--- src/design/rv32i_execute_unit_top_assert.svh ---
// ----------------------------------------------------------------------------
// rv32i_execute_unit_top_assert
// Assertion macros for the RV32I execute unit.
// ----------------------------------------------------------------------------
`ifndef RV32I_EXECUTE_UNIT_TOP_ASSERT_SVH
`define RV32I_EXECUTE_UNIT_TOP_ASSERT_SVH

// Implication checked on every clock edge outside reset
`define RVX_ASSERT_IMP(lbl, ante, cons, msg) \
    lbl: assert property (@(posedge clk) disable iff (!rst_n) (ante) |-> (cons)) \
        else $error(msg);

// Implication whose consequent is checked in the cycle after the antecedent
`define RVX_ASSERT_NEXT(lbl, ante, cons, msg) \
    lbl: assert property (@(posedge clk) disable iff (!rst_n) (ante) |=> (cons)) \
        else $error(msg);

`endif

--- src/design/rvx_pkg.sv ---
// ----------------------------------------------------------------------------
// rvx_pkg
// Shared types and constants for the RV32I execute unit.
// ----------------------------------------------------------------------------
package rvx_pkg;

    localparam logic [6:0] OPC_LUI    = 7'b0110111;
    localparam logic [6:0] OPC_AUIPC  = 7'b0010111;
    localparam logic [6:0] OPC_JAL    = 7'b1101111;
    localparam logic [6:0] OPC_JALR   = 7'b1100111;
    localparam logic [6:0] OPC_BRANCH = 7'b1100011;
    localparam logic [6:0] OPC_LOAD   = 7'b0000011;
    localparam logic [6:0] OPC_STORE  = 7'b0100011;
    localparam logic [6:0] OPC_OPIMM  = 7'b0010011;
    localparam logic [6:0] OPC_OP     = 7'b0110011;
    localparam logic [6:0] OPC_FENCE  = 7'b0001111;
    localparam logic [6:0] OPC_SYSTEM = 7'b1110011;
    localparam logic [6:0] OPC_ZERO   = 7'b0000000;
    localparam logic [6:0] FUNCT7_ALT = 7'b0100000;

    localparam logic [1:0] ACC_NONE  = 2'd0;
    localparam logic [1:0] ACC_LOAD  = 2'd1;
    localparam logic [1:0] ACC_STORE = 2'd2;

    localparam int QUEUE_DEPTH = 2;

    // Classified word passed from the front to the back
    typedef struct packed {
        logic        is_ret;
        logic [31:0] instr;
        logic [31:0] load_data;
        logic        illegal;
    } rvx_item_t;

endpackage

--- src/design/rvx_front.sv ---
// ----------------------------------------------------------------------------
// rvx_front
// Accepts input words, flags undefined encodings and queues them.
// ----------------------------------------------------------------------------
module rvx_front #(
    parameter int DEPTH = rvx_pkg::QUEUE_DEPTH
) (
    input  logic                  clk,
    input  logic                  rst_n,
    input  logic                  in_valid,
    output logic                  in_ready,
    input  logic                  op,
    input  logic [31:0]           instr,
    input  logic [31:0]           load_data,
    output logic                  q_valid,
    input  logic                  q_ready,
    output rvx_pkg::rvx_item_t    q_item
);
    import rvx_pkg::*;

    localparam int AW = (DEPTH > 1) ? $clog2(DEPTH) : 1;

    rvx_item_t          mem_reg [DEPTH];
    logic [AW-1:0]      wp_reg, wp_next, rp_reg, rp_next;
    logic [AW:0]        cnt_reg, cnt_next;
    rvx_item_t          cls;
    logic               push, pop;
    logic [6:0]         opc;
    logic [2:0]         f3;
    logic [6:0]         f7;
    logic               ill;

    assign opc = instr[6:0];
    assign f3  = instr[14:12];
    assign f7  = instr[31:25];

    always_comb
    begin
        ill = 1'b0;
        unique case (opc) inside
            OPC_LUI, OPC_AUIPC, OPC_JAL, OPC_FENCE, OPC_SYSTEM, OPC_ZERO: ill = 1'b0;
            OPC_JALR:   ill = (f3 != 3'd0);
            OPC_BRANCH: ill = (f3 == 3'd2) || (f3 == 3'd3);
            OPC_LOAD:   ill = (f3 == 3'd3) || (f3 >= 3'd6);
            OPC_STORE:  ill = (f3 >= 3'd3);
            OPC_OPIMM:
                if (f3 == 3'd1)
                    ill = (f7 != 7'd0);
                else if (f3 == 3'd5)
                    ill = (f7 != 7'd0) && (f7 != FUNCT7_ALT);
            OPC_OP:
                ill = !((f7 == 7'd0) ||
                        ((f7 == FUNCT7_ALT) && ((f3 == 3'd0) || (f3 == 3'd5))));
            default:    ill = 1'b1;
        endcase
    end

    always_comb
    begin
        cls.is_ret    = op;
        cls.instr     = instr;
        cls.load_data = load_data;
        cls.illegal   = !op && ill;
    end

    assign in_ready = (cnt_reg != (AW+1)'(DEPTH));
    assign q_valid  = (cnt_reg != '0);
    assign q_item   = mem_reg[rp_reg];
    assign push     = in_valid && in_ready;
    assign pop      = q_valid && q_ready;

    always_comb
    begin
        wp_next  = push ? ((wp_reg == AW'(DEPTH-1)) ? '0 : wp_reg + 1'b1) : wp_reg;
        rp_next  = pop  ? ((rp_reg == AW'(DEPTH-1)) ? '0 : rp_reg + 1'b1) : rp_reg;
        cnt_next = cnt_reg + (AW+1)'(push) - (AW+1)'(pop);
    end

    always_ff @(posedge clk or negedge rst_n)
    begin
        if (!rst_n)
        begin
            wp_reg  <= '0;
            rp_reg  <= '0;
            cnt_reg <= '0;
        end
        else
        begin
            wp_reg  <= wp_next;
            rp_reg  <= rp_next;
            cnt_reg <= cnt_next;
        end
    end

    always_ff @(posedge clk)
    begin
        if (push)
            mem_reg[wp_reg] <= cls;
    end

endmodule

--- config.mk ---
export PLATFORM = sky130hd
export DESIGN_NAME = rvx_front
export DESIGN_NICKNAME = d
export VERILOG_FILES = /design/src/design/rv32i_execute_unit_top_assert.svh /design/src/design/rvx_pkg.sv /design/src/design/rvx_front.sv
export SDC_FILE = /design/constraint.sdc
export NUM_CORES = 1
export LEC_CHECK = 0
export BUFFER_PORTS_ARGS = -buffer_cell sky130_fd_sc_hd__buf_2
export CORE_MARGIN = 10
export CORE_UTILIZATION = 56
export DETAILED_ROUTE_END_ITERATION = 8
export HOLD_SLACK_MARGIN = 0.1
export PLACE_DENSITY = 0.84
export SYNTH_ARGS = -nofsm -noshare
export SYNTH_HDL_FRONTEND = slang
export SYNTH_SLANG_ARGS = --single-unit
--- constraint.sdc ---
create_clock -name clk -period 9.5 [get_ports clk]
set_input_delay 1.9 -clock clk [delete_from_list [all_inputs] [get_ports clk]]
set_output_delay 1.9 -clock clk [all_outputs]
set_load 0.01 [all_outputs]
==> summary.md <==
| Metric | Value |
|---|---|
| Run status | `finished clean` |
| # IOs | `between 100 and 150` |
| Final WS setup | `approximately 5.2 ns` |
| Clock network power share | `between 30% and 40%` |
| Core footprint | `approximately 8800 um2` |
| Top post-synthesis cells by count | `edfxtp_1 (132), mux2_2 (66), dfrtp_1 (4)` |
| Filler cells | `540` |
| TNS Setup | `0 ns` |
| # setup viols final | `0` |
| CTS tree | `done` |
| Vias in the first global route | `approximately 3000` |
| Number of synthesized flops with an enable pin | `132` |
| Required @ worst endpoint | `between 7 and 8 ns` |
| Rel. slew slack | `around two fifths` |
| Worst setup EP type | `output pin` |
| CTS-repair resized insts | `0` |
| Residual DRC | `0` |
| Worst clock skew | `between 0.009 and 0.01 ns` |
| Cells after Synth | `~250` |
| Max-cap viol count | `0` |
| Tmin final | `between 4 and 5 ns` |
| Sequential share of power | `a little over 40%` |
| DIE WIDTH | `between 100 and 150 um` |
| Worst-path cell chain | `buf_4, mux2_2, buf_2` |
| Max FO, Critical Path | `45` |
| Clk Latency, worst-skew pair | `between 0.4 and 0.5 ns` |
| Main synth FF type | `edfxtp_1` |
| Max incr delay on CP | `about 0.70 ns` |
| Lkg Pwr | `~0.0025 uW` |
| Std cell rows | `34` |
| Post-synthesis async set-or-reset flop share | `just under 3%` |
| Crit path buf inv count | `2` |
| Post-synth top area cell | `edfxtp_1` |
| WL final | `10.5 mm` |
| Synthesis-stage register bit count | `between 100 and 150` |
| FF-to-FF setup slack | `7.28 ns` |
| Cts bufs inserted | `17` |
| Share of layout cells above drive strength 1 | `57.6%` |
| Die Y | `116 um` |
| Post-CTS setup buffers | `0` |
| Total track usage | `between 10% and 20%` |
| Max Slew Vio Count | `0` |
| Netlist Area Pre-Place | `between 5000 and 6000 um2` |
| HP Class | `register to register` |
| Buffers on Ports | `about 140` |
| Largest register FFs | `132` |
| Switching pwr | `between 500 and 600 uW` |
| Number of nets with antenna violations after routing | `0` |
| Core Util, Final | `approximately three quarters` |
| Mean post-synth cell area | `20.4 um2` |
| Via count | `roughly 2800` |
| Share of the synthesized area in the top cell type | `77.3%` |
| Vias per cell | `approximately 5.3` |
| Yosys warning count | `0` |
| Dpl cells | `approximately 490` |
| Post-place setup slack | `around 5.7 ns` |
| Root Driver | `clkbuf_8` |
| Library cells used by synthesis | `33` |
| Design Power | `roughly 2100 uW` |
| Cell-internal power | `around 1500 uW` |
| Initial core utilization | `slightly below 60%` |
| Syn nets | `322` |
| Die area | `approximately 13000 um2` |
| Cell with the most instances after synthesis | `edfxtp_1` |
| Peak supply drop | `between 0.15 and 0.2 mV` |
| CP Launch Type | `register` |
| Clock Path Buffers | `2` |
| Crit-path slowest cell | `dfrtp_2` |
| Worst-margin pin slew | `between 0.9 and 1 ns` |
| Final period util | `45.0%` |
| Net Sw Frac | `roughly 28%` |
| H-tree lvl count | `4` |
| Routed wire per std cell | `about 20 um` |
| Starting DRT DRC Count | `between 150 and 200` |
| Crit path kind | `register to output pin` |
| Hold_buf cts | `0` |
| Final std cells w/o fill | `523` |
| Largest net degree at the start of global routing | `67` |
| Worst EP arrival | `2.38 ns` |
| GRT Residual Overflow | `0` |
| Clock-pin slew on the worst setup and hold paths | `0.06 ns` |
| Top delay family on crit path | `buffers and inverters` |
| First-pass GRT wire length | `between 15 and 20 mm` |
| Power per cell area | `322 nW/um2` |
| RSZ-0062 raised after global routing | `no` |
| Area grow syn2layout | `28.2%` |
| Antenna violations before repair | `4` |
| Final hold violation count | `0` |
| Placer Congestion | `0.720` |
| Seq/Total Area, Yosys | `between 70% and 80%` |
| Router iterations before antenna repair | `4` |
| Comb power frac | `25.8%` |
| Dpl hpwl | `around 7.0 mm` |
| Final net count | `between 400 and 500` |
| Clock sinks | `136` |
| Synth area leaders | `edfxtp_1 (77%), mux2_2 (14%), dfrtp_1 (2.0%), xnor2_1 (0.51%), ha_1 (0.49%)` |
| Peak Freq | `about 0.23 GHz` |
## per-stage QoR
stage,area (um2),hold slack [ns]
global route,6570,0.530
finish,6570,0.497
CTS,6570,0.499
global placement,5930,0.476
detailed placement,5930,0.488
floorplan,5130,0.460
## metal layers
layer,up-vias,part of all wire [%],GRT usage (%)
met2,101,50,25.9
met3,10,10,8.32
li1,1309,-,-
met5,-,0.12,0
met1,1350,40,17.2
met4,2,0.65,5.67
## worst reg2reg max path: cells and delay by family (launching register included)
family / cells / cell delay (ns)
AND/OR/NAND/NOR: 3 / 0.80
flip-flops: 1 / 0.40
buffers and inverters: 1 / 0.62
## path summary, 6_finish.rpt
kind                                           start                        to  cells after the start
worst min register to register  cnt_reg[1]$_DFF_PN0_      cnt_reg[1]$_DFF_PN0_                      1
max in group asynchronous                      rst_n        rp_reg$_DFFE_PN0P_                      1
min in group asynchronous                      rst_n      cnt_reg[0]$_DFF_PN0_                      1
worst max register to register  cnt_reg[1]$_DFF_PN0_  mem_reg[0][31]$_DFFE_PP_                      4
worst min-delay path            cnt_reg[1]$_DFF_PN0_      cnt_reg[1]$_DFF_PN0_                      1
worst max-delay path              rp_reg$_DFFE_PN0P_                q_item[41]                      3
## power by group through the flow
stage / registers [uW] / clock network [uW] / logic [uW]
finish: 875 / 698 / 546
global route: 889 / 734 / 596
CTS: 876 / 709 / 561
detailed placement: 887 / 0 / 555
global placement: 879 / 0 / 544
floorplan: 865 / 0 / 362
## layout by cell type, fill, tap and decap left out, types with 2 or more instances in the layout
master,Yosys,routed
buf_2,3,136
edfxtp_1,132,132
mux2_2,66,66
clkbuf_16,0,16
bufinv_16,0,5
inv_6,0,4
nand2_1,3,3
xnor2_1,3,3
dfrtp_1,4,3
diode_2,0,2
inv_1,2,2
or4_1,2,2
o22ai_1,2,2
nor2_1,3,2
nor3b_1,2,2
o21ai_0,2,2
or3_1,2,2
xor2_1,2,2
ha_1,2,2
clkinv_4,0,2
buf_4,0,2
## kinds of logic (layout without fill, tap and decap cells)
group / after synthesis / in the layout / share of synthesized area (%)
multiplexers: 66 / 66 / 14.5
adder cells (fa/ha/maj): 2 / 2 / 0.488
AO/OA/AOI/OAI: 9 / 9 / 1.15
AND/OR/NAND/NOR: 23 / 23 / 2.78
flip-flops: 136 / 136 / 79.3
other: 0 / 2 / 0
buffers and inverters: 10 / 172 / 0.952
XOR/XNOR: 5 / 5 / 0.854
## final cells by class
cell class	instances	area, um2	share of cell area, %
tap	108	135	2.06
antenna	2	5.00	0.0762
inverter	2	7.51	0.114
clock buffer	18	418	6.36
timing repair buffer	138	696	10.6
sequential	136	4070	61.9
multi-input combinational	105	1030	15.6
clock inverter	14	219	3.33
Note: power is estimated with default switching activity, not from simulation.
